`src/sv/mccd_pkg.sv`:
```
// Shared widths, defaults, codes and control structs for the matrix chain cost block.
`default_nettype none

package mccd_pkg;

   localparam int DIM_FIELD_W    = 10;
   localparam int COST_FIELD_W   = 48;
   localparam int SPLIT_FIELD_W  = 6;
   localparam int STATUS_FIELD_W = 2;

   localparam int MAX_DIMS_DEFAULT   = 16;
   localparam int DIM_WIDTH_DEFAULT  = 10;
   localparam int COST_WIDTH_DEFAULT = 48;

   typedef enum logic [STATUS_FIELD_W-1:0] {
      STATUS_OK        = 2'd0,
      STATUS_FEW       = 2'd1,
      STATUS_DROPPED   = 2'd2,
      STATUS_SATURATED = 2'd3
   } status_type;

   typedef enum logic [1:0] {
      RES_FEW     = 2'd0,
      RES_TRIVIAL = 2'd1,
      RES_TABLE   = 2'd2
   } result_kind_type;

   typedef struct packed {
      logic            dim_we;
      logic            issue;
      logic            first_k;
      logic            last_k;
      logic            load_result;
      result_kind_type kind;
      logic            dropped;
   } ctrl_cmd_type;

   typedef struct packed {
      logic pipe_busy;
      logic out_free;
   } dp_stat_type;

endpackage

`default_nettype wire

```
`src/sv/mccd_ctrl.sv`:
```
// Controller: dimension loading, table sweep by chain length, and result hand-off.
`default_nettype none

module mccd_ctrl #(
   parameter int MAX_DIMS = mccd_pkg::MAX_DIMS_DEFAULT,
   localparam int IDX_W = $clog2(MAX_DIMS),
   localparam int CNT_W = $clog2(MAX_DIMS + 1)
) (
   input  logic                   clock,
   input  logic                   reset,
   input  logic                   req_valid,
   input  logic                   req_last,
   output logic                   req_ready,
   output mccd_pkg::ctrl_cmd_type cmd,
   output logic [IDX_W-1:0]       dim_waddr,
   output logic [IDX_W-1:0]       idx_i,
   output logic [IDX_W-1:0]       idx_k,
   output logic [IDX_W-1:0]       idx_j,
   input  mccd_pkg::dp_stat_type  stat
);

   typedef enum logic [3:0] {
      S_LOAD   = 4'b0001,
      S_ISSUE  = 4'b0010,
      S_DRAIN  = 4'b0100,
      S_RESULT = 4'b1000
   } state_type;

   state_type                 state_ff, state_in;
   logic [CNT_W-1:0]          count_ff, count_in;
   logic                      dropped_ff, dropped_in;
   logic [IDX_W-1:0]          len_ff, len_in;
   logic [IDX_W-1:0]          i_ff, i_in;
   logic [IDX_W-1:0]          k_ff, k_in;
   mccd_pkg::result_kind_type kind_ff, kind_in;

   logic [IDX_W:0]   j_wide;
   logic [IDX_W-1:0] j_idx;
   logic [IDX_W-1:0] k_plus;
   logic [CNT_W-1:0] top_wide;
   logic [IDX_W-1:0] top_idx;
   logic             has_room;
   logic [CNT_W-1:0] n_after;

   assign j_wide   = {1'b0, i_ff} + {1'b0, len_ff} - (IDX_W + 1)'(1);
   assign j_idx    = j_wide[IDX_W-1:0];
   assign k_plus   = k_ff + IDX_W'(1);
   assign top_wide = count_ff - CNT_W'(1);
   assign top_idx  = top_wide[IDX_W-1:0];
   assign has_room = count_ff < CNT_W'(MAX_DIMS);
   assign n_after  = has_room ? count_ff + CNT_W'(1) : count_ff;

   always_comb begin
      state_in    = state_ff;
      count_in    = count_ff;
      dropped_in  = dropped_ff;
      len_in      = len_ff;
      i_in        = i_ff;
      k_in        = k_ff;
      kind_in     = kind_ff;
      req_ready   = 1'b0;
      cmd         = '0;
      cmd.kind    = kind_ff;
      cmd.dropped = dropped_ff;
      case (state_ff)
         S_LOAD: begin
            req_ready = 1'b1;
            if (req_valid) begin
               if (has_room) begin
                  cmd.dim_we = 1'b1;
                  count_in   = count_ff + CNT_W'(1);
               end else begin
                  dropped_in = 1'b1;
               end
               if (req_last) begin
                  if (n_after < CNT_W'(2)) begin
                     kind_in  = mccd_pkg::RES_FEW;
                     state_in = S_RESULT;
                  end else if (n_after == CNT_W'(2)) begin
                     kind_in  = mccd_pkg::RES_TRIVIAL;
                     state_in = S_RESULT;
                  end else begin
                     kind_in  = mccd_pkg::RES_TABLE;
                     len_in   = IDX_W'(2);
                     i_in     = IDX_W'(1);
                     k_in     = IDX_W'(1);
                     state_in = S_ISSUE;
                  end
               end
            end
         end
         S_ISSUE: begin
            cmd.issue   = 1'b1;
            cmd.first_k = (k_ff == i_ff);
            cmd.last_k  = (k_plus == j_idx);
            if (k_plus == j_idx) begin
               if (j_idx == top_idx) begin
                  state_in = S_DRAIN;
               end else begin
                  i_in = i_ff + IDX_W'(1);
                  k_in = i_ff + IDX_W'(1);
               end
            end else begin
               k_in = k_plus;
            end
         end
         S_DRAIN: begin
            if (!stat.pipe_busy) begin
               if (len_ff == top_idx) begin
                  state_in = S_RESULT;
               end else begin
                  len_in   = len_ff + IDX_W'(1);
                  i_in     = IDX_W'(1);
                  k_in     = IDX_W'(1);
                  state_in = S_ISSUE;
               end
            end
         end
         S_RESULT: begin
            if (stat.out_free) begin
               cmd.load_result = 1'b1;
               count_in        = '0;
               dropped_in      = 1'b0;
               state_in        = S_LOAD;
            end
         end
         default: begin
            state_in = S_LOAD;
         end
      endcase
   end

   always_ff @(posedge clock) begin
      if (reset) begin
         state_ff   <= S_LOAD;
         count_ff   <= '0;
         dropped_ff <= 1'b0;
      end else begin
         state_ff   <= state_in;
         count_ff   <= count_in;
         dropped_ff <= dropped_in;
      end
   end

   always_ff @(posedge clock) begin
      len_ff  <= len_in;
      i_ff    <= i_in;
      k_ff    <= k_in;
      kind_ff <= kind_in;
   end

   assign dim_waddr = count_ff[IDX_W-1:0];
   assign idx_i     = i_ff;
   assign idx_k     = k_ff;
   assign idx_j     = j_idx;

`ifndef SYNTHESIS
   a_count_bound : assert property (@(posedge clock) disable iff (reset)
      count_ff <= CNT_W'(MAX_DIMS))
      else $error("stored dimension count beyond capacity");

   a_issue_range : assert property (@(posedge clock) disable iff (reset)
      (state_ff == S_ISSUE) |-> (k_ff >= i_ff && k_ff < j_idx && j_idx <= top_idx))
      else $error("split index or cell outside the stored chain");

   a_result_clears : assert property (@(posedge clock) disable iff (reset)
      (state_ff == S_RESULT && stat.out_free) |=> (count_ff == '0 && !dropped_ff))
      else $error("chain not cleared after result hand-off");
`endif

endmodule

`default_nettype wire

```
`config.mk`:
```
export PLATFORM = sky130hd
export DESIGN_NAME = mccd_ctrl
export DESIGN_NICKNAME = d
export VERILOG_FILES = /design/src/sv/mccd_pkg.sv /design/src/sv/mccd_ctrl.sv
export SDC_FILE = /design/constraint.sdc
export NUM_CORES = 1
export LEC_CHECK = 0
export ABC_AREA = 1
export BUFFER_PORTS_ARGS = -buffer_cell sky130_fd_sc_hd__buf_2
export CAP_MARGIN = 20
export CORE_MARGIN = 2
export CORE_UTILIZATION = 51
export DETAILED_ROUTE_END_ITERATION = 7
export GPL_TIMING_DRIVEN = 0
export PLACE_DENSITY = 0.76
export SLEW_MARGIN = 30
export SYNTH_ARGS = -nofsm -noshare
export SYNTH_HDL_FRONTEND = slang
export SYNTH_SLANG_ARGS = --single-unit
```
`constraint.sdc`:
```
create_clock -name clock -period 2.6 [get_ports clock]
set_input_delay 0.52 -clock clock [delete_from_list [all_inputs] [get_ports clock]]
set_output_delay 0.52 -clock clock [all_outputs]
set_load 0.01 [all_outputs]
```
## Word level (Yosys, flattened, before mapping)

Cells that the tools add are included.

| operators by class | value |
|---|---|
| mux-type cells | 44 |
| magnitude comparators | 2 |
| reduce and logical (&&, ||, !) cells | 10 |
| add/sub/neg operators | 7 |
| equality and inequality tests | 21 |

Operator list:

| operator | count |
|---|---|
| $mux 4 | 24 |
| $pmux 4 s3 | 2 |
| $ne 2x2->1 const B | 11 |
| $eq 4x4->1 | 4 |
| $pmux 4 s4 | 1 |
| $mux 5 | 3 |
| $add 4x1->4 const B | 3 |
| $pmux 5 s2 | 1 |
| $mux 1 | 9 |
| $reduce_and 9->1 | 1 |
| $pmux 4 s2 | 1 |
| $reduce_and 8->1 | 1 |
| $sub 4x1->4 const B | 2 |
| $reduce_and 7->1 | 1 |
| $reduce_and 3->1 | 2 |
| $reduce_and 6->1 | 1 |
| $add 5x1->5 const B | 1 |
| $eq 5x2->1 const B | 1 |
| $lt 5x2->1 const B | 1 |
| $lt 5x5->1 const B | 1 |
| $add 4x4->4 | 1 |
| $eq 4x1->1 const B | 1 |
| $eq 4x2->1 const B | 1 |
| $eq 4x3->1 const B | 1 |
| 8 further kinds | 9 |

| word-level totals | value |
|---|---|
| output and inout port bits | 25 |
| register bits after elaboration | 24 |
| input port bits | 6 |

## Longest topological paths before layout

Gate-level depths: netlist of the first run.

| logic depth | value |
|---|---|
| depth in word-level cells | 8 |
| gate-level depth with buffers | 18 |

## Worst setup path after synthesis of the first run

Ideal clock, no wire load.

| path | value |
|---|---|
| path kind | reg2reg |
| start | register i_ff[1] (netlist: idx_i[1]) |
| end | register i_ff[0] (netlist: idx_i[0]), enable pin |
| stages on the path, launching flop included | 15 |
| required time | 2.267 ns |
| period minus slack after synthesis | 2.690 ns |
| setup time | 0.333 ns |
| path buffers | 0 |
| path slack | -0.090 ns |
| arrival | 2.357 ns |
| cells stage by stage | edfxtp_1 > inv_1 > ha_1 > inv_1 > ha_1 > inv_1 > fa_1 > inv_1 > nand3_1 > nand2_1 > nor2_2 > nand3_4 > nand2_4 > nand2_1 > nor3_2 |

| on the way | value |
|---|---|
| cells in the longest elaborated chain, start to end | 5 |

Ends and longest elaborated chain:

| item | line | source |
|---|---|---|
| start, declared | mccd_ctrl.sv:33 | `logic [IDX_W-1:0] i_ff, i_in;` |
| start signal, assigned | mccd_ctrl.sv:147 | `i_ff <= i_in;` |
| $add 4x4->4 (*) | mccd_ctrl.sv:45 | `assign j_wide = {1'b0, i_ff} + {1'b0, len_ff} - (IDX_W + 1)'(1);` |
| $sub 4x1->4 (*) | mccd_ctrl.sv:45 |  |
| named net idx_j[2] | mccd_ctrl.sv:18 | `output logic [IDX_W-1:0] idx_j,` |
| $eq 4x4->1 (on tied branches) | mccd_ctrl.sv:97, mccd_ctrl.sv:96 |  |
| $ne 2x2->1 (no line) | - |  |
| $reduce_and 9->1 (no line) (*) | - |  |

Mark *: on every way through the listed nets, which the timed path passes. The rest lies on a longest branch.
A chain may end at the register's enable or synchronous reset.

==> metrics.csv, run 1 <==
stage,metric,value,unit
outcome,status,"finished, violations left",
outcome,violations,setup timing,
routing,drtPass1Iterations,4,
placed_design,port_buffers,30,
logic_synthesis,synth-edff-count,14,
cells_and_area,drive_above_1_share,35.7,%
timing,finalWorstSetupSlack,-0.337,ns
placed_design,dpl_cell_area,2100,µm²
routing,viasPerCell,4.80,
worst_setup_path,cp.required,2.08,ns
logic_synthesis,synth_xor_area_share,6.99,%
worst_setup_path,cp-start-kind,flip-flop,
routing,wl_per_cell,12.4,µm
placed_design,gp_congestion,0.847,
routing,vias,1641,
logic_synthesis,synthFlopType,edfxtp_1,
global_routing,grt_max_degree,15,
global_routing,first_global_vias,1439,
power_and_ir_drop,ir_worst_vdd,0.628,mV
cts,cts_buffers,3,
global_routing,globalRouteOverflowTotal,0,
min_path,hold_depth,2,
worst_setup_path,critPathMaxStageDelay,0.56,ns
logic_synthesis,syn_inst,248,
routing,first_iter_violations,120,
routing,ant_nets,0,
worst_setup_path,crit_chain,inv_1 -> ha_1 -> inv_1 -> ha_2 -> inv_2 -> fa_2 -> inv_2 -> nand3_2 -> nand2_2 -> nor2_4 -> nand3_4 -> nor2_8 -> buf_6,
worst_setup_path,crit_fanout,3,
die,fp-row-count,22,
cts,clock_latency,0.28,ns
timing,setup_viol,16,
worst_setup_path,rrSetupSlack,-0.26,ns
routing,route.detailed.drc,0,
die,chipHeight,64.7,µm
cts,clk_pin_slew_worst_paths,0.10,ns
placed_design,dp_hpwl,3010,µm
cells_and_area,fin_area,2350,µm²
cells_and_area,syn_to_final_growth,25.2,%
power_and_ir_drop,power.density,1380,nW/µm²
timing,slew_headroom,64.2,%
cells_and_area,finish.utilization,65.3,%
routing,routed_wl,4240,µm
global_routing,grt_pass1_wl,6660,µm
worst_setup_path,arrival,2.42,ns
worst_setup_path,end_kind,output pin,
timing,max_clock_freq,0.340,GHz
logic_synthesis,netlist_area,1880,µm²
die,initial_core_util,52.2,%
cts,htreeDepth,1,
logic_synthesis,ys_ff_latch,24,
timing,tightestPinTransition,0.532,ns
cts,clock-sinks,24,
min_path,hold_path.class,flip-flop to flip-flop,
placed_design,post-place-ws,-0.283,ns
worst_setup_path,cp_num_buf_inv,5,
min_path,holdPathEnd,dropped_ff,
worst_setup_path,rr_worst_depth,16,
logic_synthesis,synth_compound_area_share,6.59,%
logic_synthesis,yosys-mux-area-fraction,0,%
timing,maxSlewViolCount,0,
min_path,worstHoldStart,dropped_ff,
logic_synthesis,synth_simple_gate_area_share,34.5,%
worst_setup_path,path_depth,13,
timing,fin_crit_sh,113,%
cts,clock_path_buffers,2,
logic_synthesis,yosys_warnings,0,
die,die_area,4190,µm²
cts,cts_tree,built,
worst_setup_path,path_class,flip-flop to output pin,
power_and_ir_drop,p_leak,1.17,nW
timing,hold_viol_final,0,
timing,rsz0062_at_grt,yes,
die,coreArea,3610,µm²
logic_synthesis,avgSynthCellArea,7.58,µm²
logic_synthesis,syn_nets,264,
worst_setup_path,r2r_end,idx_i[3],
worst_setup_path,cp_slowest_cell,fa_2,
cells_and_area,n_antenna_cell,0,
worst_setup_path,r2r_start,idx_i[1],
global_routing,grt_antenna_before_repair,0,
logic_synthesis,synth_top_family_by_area,simple AND/OR/NAND/NOR gates,
timing,period_minus_slack,2.94,ns
logic_synthesis,yosysSeqAreaShare,33.0,%
flow_run,maxCapViolCount,0,
die,pin_count,31,
cts,cts_root_buf,clkbuf_8,
global_routing,grt_usage,20.5,%
logic_synthesis,synth_fa_ha_area_share,7.05,%
timing,fin_worst_skew,0.0150,ns
logic_synthesis,synth_cell_types,29,
worst_setup_path,crit_family,adder cells,
logic_synthesis,postSynth.asyncResetShare,0,%
cells_and_area,nets,311,
die,die_x,64.7,µm
[synthesized netlist by cell type, types with 3 or more instances]
cell,count,area share [%]
a21oi_1,7,1.9
a21oi_2,3,1.4
buf_4,6,2.4
dfxtp_1,10,11
edfxtp_1,14,22
ha_1,9,6.0
inv_1,40,8.0
inv_2,6,1.2
nand2_1,53,11
nand2_2,11,3.7
nand2_4,3,1.8
nand3_1,19,5.1
nand4_1,3,1.0
nor2_1,18,3.6
nor2_2,3,1.0
nor4_1,3,1.0
o21ai_0,11,2.9
xnor2_1,6,2.8
xor2_1,9,4.2
[cell families (layout without fill, tap and decap cells)]
kind of cell / count (synthesis) / count (layout)
DFF: 24 / 24
xor gates and xnor gates: 15 / 15
AOI/OAI and AO/OA: 22 / 22
buffers and inverters: 53 / 99
and+or+nand+nor: 124 / 124
adders and majority gates: 10 / 10
[flip-flops by register name, indices dropped and copies added, names as in the netlist]
register,cells
count_ff,5
len_ff,4
kind_ff,2
idx_k,4
dropped_ff,1
idx_i,4
state_ff,4
[layout make-up]
class	instances	area [µm²]
Multi-Input combinational cell	171	1100
Timing Repair Buffer	42	274
Clock inverter	1	30.0
Fill cell	310	1250
Clock buffer	3	41.3
Buffer	6	45.0
Inverter	47	179
Sequential cell	24	621
Tap cell	48	60.1
[worst max path at each step]
| stage | slack [ns] | to | startpoint |
|---|---|---|---|
| 6_report | -0.34 | cmd[4] | idx_i[1] |
| 5_1_grt | -0.44 | cmd[4] | idx_i[1] |
| 4_1_cts | -0.38 | cmd[4] | idx_i[1] |
| 2_1_floorplan | -0.02 | cmd[4] | idx_i[1] |
| 3_3_place_gp | -0.25 | cmd[4] | idx_i[1] |
| 3_5_place_dp | -0.28 | cmd[4] | idx_i[1] |
[layer usage]
layer	vias up	global-route usage, %	wire (µm)
met1	717	27.0	2020
met4	0	7.98	99
met3	9	2.78	147
met5	-	0	0
met2	40	34.0	1970
li1	875	-	-
[worst min-delay path: cells and delay by family, from the launching register on]
| family | cells | cell delay (ns) |
|---|---|---|
| DFF | 1 | 0.33 |
| buffers and inverters | 1 | 0.05 |
| AOI/OAI and AO/OA | 1 | 0.05 |
[placed cells by master (no fill, tap or decap), drive strengths merged]
cell type  synthesis  routed
a21oi             10      10
xnor2              6       6
xor2               9       9
nor4               3       3
fa                 1       1
ha                 9       9
nor3               5       5
buf                6      48
o21ai             11      11
nor2              22      22
o21a               1       1
nand2             67      67
clkbuf             0       3
dfxtp             10      10
inv               47      47
nand4              3       3
nand3             22      22
or2                2       2
bufinv             0       1
edfxtp            14      14
[per-stage QoR]
step           TNS (ns)  hold slack [ns]  std cells  total power, mW
6_report          -2.45            0.469        342             3.25
4_1_cts           -2.36            0.467        340             3.10
5_1_grt           -4.49            0.484        342             3.52
3_5_place_dp      -1.95            0.451        326             2.53
2_1_floorplan   -0.0601            0.430        248             2.12
3_3_place_gp      -1.49            0.447        326             2.50
[where the power goes]
part / switching (mW) / internal (mW) / leakage, nW / total [mW]
sequential: 0.164 / 0.564 / 0.205 / 0.728
clock: 0.135 / 0.206 / 0.0357 / 0.341
combinational: 1.26 / 0.925 / 0.929 / 2.19
total: 1.56 / 1.69 / 1.17 / 3.25
[what timing repair did]
action | 4_1_cts | 5_1_grt
hold buffers | 0 | 0
pin swaps | 13 | 13
endpoints found under the setup margin | 11 | 18
buffers inserted | 10 | 3
gates resized for setup | 11 | 14
gates cloned | 0 | 0
Power figures use the tool's default switching activity.
==> run 2: changes to the inputs <==
--- a/config.mk
+++ b/config.mk
@@ -10,3 +10,3 @@
 export CAP_MARGIN = 20
-export CORE_MARGIN = 2
+export CORE_MARGIN = 5
 export CORE_UTILIZATION = 51
==> constraint.sdc (replaced) <==
create_clock -name clock -period 2.6 [get_ports clock]
set_input_delay 0.13 -clock clock [delete_from_list [all_inputs] [get_ports clock]]
set_output_delay 0.13 -clock clock [all_outputs]
set_load 0.01 [all_outputs]
==> run 2 against run 1 <==
Compared with the run above:
- global-route usage decreased by 4.1 points
- sequential power is 0.7% lower
- highest routed layer unchanged
- critical path depth is 1 higher
- utilization shrank 2.5 points
- critical endpoint is now idx_i[0]
- wire length down 6.3%
- total power decreased by 6.8%
- maximum frequency grew 11%
- flip-flop and latch count unchanged
- the flow still finishes with violations (setup timing)
==> metrics.csv, run 2 (synthesis results as in run 1) <==
stage,metric,value,unit,change
timing,fin_worst_skew,0.00824,ns,-0.00678 ns
global_routing,grt_usage,16.3,%,-4.1 points
cells_and_area,mostFrequentLayoutCell,nand2_1,,
min_path,worstHoldStart,reset,,
die,chipHeight,70.7,µm,+9.3%
worst_setup_path,rr_worst_depth,14,,-2
worst_setup_path,crit_chain,inv_1 -> ha_1 -> inv_1 -> ha_1 -> inv_1 -> fa_2 -> inv_2 -> nand3_2 -> nand2_2 -> nor2_4 -> nand3_4 -> nand2_4 -> nand2_2 -> nor3_4,,
routing,wl_per_cell,11.8,µm,-4.9%
cts,cts_tree,built,,
cts,cts_root_buf,clkbuf_8,,
die,die_x,70.7,µm,+9.3%
power_and_ir_drop,seqPwrFrac,23.9,%,+1.5 points
power_and_ir_drop,p_leak,1.14,nW,-2.7%
cts,clock_latency,0.28,ns,about the same
timing,max_clock_freq,0.379,GHz,+11%
timing,setup_viol,5,,-11
routing,first_iter_violations,76,,-37%
power_and_ir_drop,p_switching,1.47,mW,-6.0%
cts,clock_path_buffers,2,,unchanged
power_and_ir_drop,ir_worst_vdd,0.794,mV,+26%
placed_design,dp_hpwl,3140,µm,+4.3%
cells_and_area,syn_to_final_growth,20.5,%,
worst_setup_path,arrival,2.62,ns,+0.20 ns
timing,maxSlewViolCount,0,,unchanged
routing,ant_nets,0,,unchanged
placed_design,gp_congestion,0.843,,-0.48%
placed_design,port_buffers,30,,unchanged
cells_and_area,finalNonFillerCells,337,,-1.5%
routing,routed_wl,3970,µm,-6.3%
min_path,hold_path.class,input pin to flip-flop,,
timing,period_minus_slack,2.64,ns,-0.296 ns
cells_and_area,top_register,count_ff,,
die,initial_core_util,52.2,%,unchanged
worst_setup_path,cp_num_buf_inv,4,,-1
die,fp-row-count,22,,unchanged
worst_setup_path,crit_fanout,4,,+1
routing,route.detailed.drc,0,,unchanged
timing,slew_headroom,63.5,%,-0.69 points
cells_and_area,drive_above_1_share,32.2,%,-3.5 points
routing,drtPass1Iterations,4,,unchanged
global_routing,grt_pass1_wl,6600,µm,-0.93%
worst_setup_path,critPathMaxStageDelay,0.56,ns,about the same
cts,clock-sinks,24,,unchanged
min_path,holdPathEnd,state_ff[2],,
outcome,violations,setup timing,,
timing,finalWorstSetupSlack,-0.0410,ns,+0.296 ns
global_routing,first_global_vias,1458,,+1.3%
power_and_ir_drop,power.density,1340,nW/µm²,-3.2%
global_routing,grt_max_degree,15,,unchanged
worst_setup_path,rrSetupSlack,-0.04,ns,+0.22 ns
power_and_ir_drop,pwr-share-clk,11.2,%,+0.7 points
worst_setup_path,r2r_start,idx_i[1],,
min_path,hold_depth,2,,unchanged
worst_setup_path,path_class,flip-flop to flip-flop,,
global_routing,globalRouteOverflowTotal,0,,unchanged
die,die_area,5000,µm²,+19%
cts,cts_buffers,3,,unchanged
timing,fin_crit_sh,102,%,-11 points
die,coreArea,3610,µm²,unchanged
worst_setup_path,cp.required,2.57,ns,+0.49 ns
flow_run,maxCapViolCount,0,,unchanged
timing,hold_viol_final,0,,unchanged
cts,cts_hold_buf,0,,unchanged
power_and_ir_drop,power.share.switching,48.4,%,+0.43 points
power_and_ir_drop,p_int,1.57,mW,-7.6%
worst_setup_path,r2r_end,idx_i[0],,
worst_setup_path,cpMostUsedCell,inv_1,,
timing,hold_ws,0.0829,ns,-0.386 ns
routing,viasPerCell,4.87,,+1.4%
power_and_ir_drop,p_comb_share,65.0,%,-2.2 points
routing,vias,1640,,-0.061%
timing,tightestPinTransition,0.542,ns,+0.0103 ns
die,pin_count,31,,unchanged
worst_setup_path,crit_family,adder cells,,
worst_setup_path,end_kind,flip-flop,,
outcome,status,"finished, violations left",,
cells_and_area,nets,306,,-1.6%
cts,clk_pin_slew_worst_paths,0.09,ns,about the same
global_routing,grt_antenna_before_repair,0,,unchanged
worst_setup_path,critPathLaunch,idx_i[1],,
cells_and_area,layout_common_cells,"nand2_1 (49), inv_1 (39), buf_2 (29)",,
worst_setup_path,cp-start-kind,flip-flop,,
placed_design,dp_cells,326,,unchanged
cells_and_area,largest_reg_flops,5,,unchanged
cells_and_area,n_antenna_cell,0,,unchanged
timing,rsz0062_at_grt,yes,,
worst_setup_path,cp_slowest_cell,fa_2,,
cells_and_area,fin_area,2270,µm²,-3.8%
placed_design,dpl_cell_area,2100,µm²,unchanged
cts,htreeDepth,1,,unchanged
run 2: cell types whose count changed in the layout (fill, tap and decap cells not counted), sizes merged:
| cell | before | now |
|---|---|---|
| buf | 48 | 43 |
run 2: how the worst max path moves through the flow:
stage | depth (start not counted) | slack, ns | end
after floorplan | 14 | -0.01 | idx_i[0]
after detailed placement | 15 | -0.22 | idx_i[3]
after global routing | 17 | -0.20 | idx_i[0]
after global placement | 14 | -0.18 | idx_i[3]
after CTS | 14 | -0.09 | idx_i[0]
final | 14 | -0.04 | idx_i[0]
run 2: per-layer routing:
metal / share of wire (%) / global-route usage [%] / vias to the layer above
li1: - / - / 871
met1: 45 / 21.0 / 719
met2: 47 / 27.6 / 45
met3: 6.5 / 2.84 / 5
met4: 1.4 / 5.64 / 0
met5: 0 / 0 / -
run 2: cell type report:
cell class | instances | area [µm²]
timing repair buffer | 37 | 213
multi-input combinational | 171 | 1080
tap | 48 | 60.1
inverter | 47 | 179
buffer | 6 | 45.0
fill | 336 | 1340
sequential | 24 | 621
clock inverter | 1 | 30.0
clock buffer | 3 | 41.3
run 2: metrics by stage:
| stage | util (%) | total power, mW | TNS, ns | worst slack [ns] |
|---|---|---|---|---|
| after floorplan | - | 2.12 | -0.0386 | -0.00966 |
| after global placement | 58.4 | 2.51 | -1.32 | -0.183 |
| after detailed placement | 58.4 | 2.55 | -1.57 | -0.222 |
| after CTS | 61.8 | 2.95 | -0.748 | -0.0861 |
| after global routing | 62.8 | 3.32 | -1.59 | -0.198 |
| final | 62.8 | 3.03 | -0.172 | -0.0410 |
run 2: power groups by stage:
stage	clock [mW]	combinational [mW]	sequential, mW
after floorplan	0	1.40	0.727
after global placement	0	1.77	0.740
after detailed placement	0	1.80	0.745
after CTS	0.342	1.88	0.726
after global routing	0.353	2.22	0.747
final	0.338	1.97	0.723
run 2: worst reg2reg max path, stage by stage (launching register included):
cell and delay, ns:
edfxtp_1 0.44, inv_1 0.08, ha_1 0.22, inv_1 0.06, ha_1 0.14, inv_1 0.05
fa_2 0.56, inv_2 0.06, nand3_2 0.07, nand2_2 0.06, nor2_4 0.09, nand3_4 0.14
nand2_4 0.10, nand2_2 0.06, nor3_4 0.22
run 2: timing repair:
action	4_1_cts	5_1_grt
buffers inserted	6	1
pin swaps	1	1
gates resized for setup	2	10
setup endpoints to repair	9	16
==> run 3: changes to the inputs <==
Settings changed: CORE_UTILIZATION 51 to 30, PLACE_DENSITY 0.76 to unset.
==> run 3 against run 2 <==
Compared with the run above:
- the run still ends with setup timing left
- worst hold slack better by 0.020 ns
- cell count is 8.9% higher
- utilization shrank 24 points
- clock skew is 0.0047 ns lower
- die area grew 59%
==> metrics.csv, run 3 (synthesis results as in run 1) <==
stage,metric,value,unit,change
cts,clock-sinks,24,,unchanged
cts,clock_latency,0.27,ns,about the same
power_and_ir_drop,finalPower,3.07,mW,+1.2%
routing,vias,1669,,+1.8%
die,initial_core_util,31.4,%,-21 points
die,chipHeight,89.2,µm,+26%
cells_and_area,nets,309,,+0.98%
flow_run,maxCapViolCount,0,,unchanged
worst_setup_path,cp-start-kind,flip-flop,,
timing,rsz0062_at_grt,yes,,
min_path,hold_path.class,input pin to flip-flop,,
die,die_area,7950,µm²,+59%
global_routing,grt_usage,12.0,%,-4.3 points
timing,tightestPinTransition,0.554,ns,+0.0117 ns
placed_design,gp_congestion,0.815,,-3.2%
cells_and_area,syn_to_final_growth,24.9,%,
power_and_ir_drop,power.density,1310,nW/µm²,-2.3%
routing,drtPass1Iterations,4,,unchanged
timing,hold_viol_final,0,,unchanged
cts,cts_tree,built,,
timing,slew_headroom,62.7,%,-0.79 points
die,pin_count,31,,unchanged
cells_and_area,register_area,621,µm²,unchanged
worst_setup_path,cpMostUsedCell,inv_2,,
power_and_ir_drop,ir_worst_vdd,0.671,mV,-16%
routing,route.detailed.drc,0,,unchanged
timing,finalWorstSetupSlack,-0.129,ns,-0.0881 ns
cts,cts_root_buf,clkbuf_8,,
routing,routed_wl,4500,µm,+13%
cells_and_area,finalNonFillerCells,367,,+8.9%
outcome,status,"finished, violations left",,
cells_and_area,drive_above_1_share,35.6,%,+3.4 points
global_routing,grt_pass1_wl,7420,µm,+12%
cts,clk_pin_slew_worst_paths,0.09,ns,about the same
cells_and_area,layout_common_cells,"nand2_1 (47), inv_1 (35), buf_2 (29)",,
timing,setup_viol,9,,+4
timing,period_minus_slack,2.73,ns,+0.0881 ns
placed_design,dp_cells,353,,+8.3%
routing,first_iter_violations,65,,-14%
worst_setup_path,crit_fanout,4,,unchanged
cts,clock_path_buffers,2,,unchanged
worst_setup_path,crit_chain,inv_1 -> ha_1 -> inv_2 -> ha_4 -> inv_2 -> fa_2 -> inv_2 -> nand3_2 -> nand2_2 -> nor2_4 -> nand3_4 -> nand2_4 -> nand2_4 -> nor3_4,,
cells_and_area,fin_area,2350,µm²,+3.6%
placed_design,post-place-ws,-0.205,ns,+0.0166 ns
cts,cts_buffers,3,,unchanged
placed_design,dp_hpwl,3430,µm,+9.4%
timing,hold_ws,0.103,ns,+0.0202 ns
timing,setup_tns,-0.644,ns,-0.471 ns
cells_and_area,nFillCells,627,,+87%
timing,max_clock_freq,0.366,GHz,-3.2%
timing,fin_crit_sh,105,%,+3.4 points
cells_and_area,multiInputGateArea,1130,µm²,+4.9%
timing,fin_worst_skew,0.00354,ns,-0.00470 ns
worst_setup_path,cp_slowest_cell,fa_2,,
routing,viasPerCell,4.55,,-6.6%
placed_design,dpl_cell_area,2140,µm²,+1.6%
cells_and_area,top_register,count_ff,,
timing,maxSlewViolCount,0,,unchanged
worst_setup_path,critPathMaxStageDelay,0.58,ns,+0.02 ns
cells_and_area,mostFrequentLayoutCell,nand2_1,,
placed_design,port_buffers,30,,unchanged
die,die_x,89.2,µm,+26%
cts,htreeDepth,1,,unchanged
die,fp-row-count,28,,+27%
power_and_ir_drop,p_leak,1.14,nW,+0.50%
outcome,violations,setup timing,,
die,coreArea,5990,µm²,+66%
global_routing,globalRouteOverflowTotal,0,,unchanged
worst_setup_path,path_class,flip-flop to flip-flop,,
cells_and_area,finish.utilization,39.2,%,-24 points
global_routing,first_global_vias,1562,,+7.1%
cells_and_area,largest_reg_flops,5,,unchanged
routing,wl_per_cell,12.3,µm,+4.1%
cells_and_area,n_antenna_cell,0,,unchanged
worst_setup_path,cp.required,2.57,ns,about the same
routing,ant_nets,0,,unchanged
global_routing,grt_max_degree,14,,-1
worst_setup_path,arrival,2.70,ns,+0.08 ns
global_routing,grt_antenna_before_repair,0,,unchanged
worst_setup_path,end_kind,flip-flop,,
[run 3: power by group]
group,total (mW),switching [mW],leakage (nW),internal [mW]
Clock,0.237,0.131,0.0231,0.106
Sequential,0.720,0.156,0.205,0.563
Combinational,2.11,1.26,0.916,0.849
[run 3: critical path: cells and delay by family, from the launching register on]
family                   cells  cell delay (ns)
flip-flops                   1             0.42
adder cells (fa/ha/maj)      3             0.93
buffers and inverters        4             0.25
AND/OR/NAND/NOR              7             0.80
[run 3: layer usage]
metal | global-route usage, % | part of all wire (%) | vias up
met2 | 18.8 | 46 | 47
met3 | 1.66 | 5.4 | 5
met1 | 17.2 | 48 | 744
met4 | 3.65 | 1.2 | 0
li1 | - | - | 873
met5 | 0 | 0 | -
[run 3: area by class of cell]
class / instances / share of cell area (%)
Inverter: 47 / 7.62
Clock buffer: 3 / 1.76
Tap cell: 75 / 4.00
Multi-Input combinational cell: 171 / 48.1
Timing Repair Buffer: 40 / 10.0
Sequential cell: 24 / 26.4
Clock inverter: 1 / 0.160
Buffer: 6 / 1.92
[run 3: worst paths after layout]
kind / start / endpoint / slack, ns / cells past startpoint
worst min register to register: dropped_ff / dropped_ff / 0.46 / 2
worst min-delay path: reset / state_ff[2] / 0.10 / 2
worst max register to register: idx_i[1] / idx_i[1] / -0.13 / 14
worst max-delay path: idx_i[1] / idx_i[1] / -0.13 / 14
[run 3: what timing repair did]
item                       CTS  global route
setup buffers                6             4
gates resized for setup      7            17
hold buffers                 0             0
setup endpoints to repair    9            16
pin swaps                    1            12
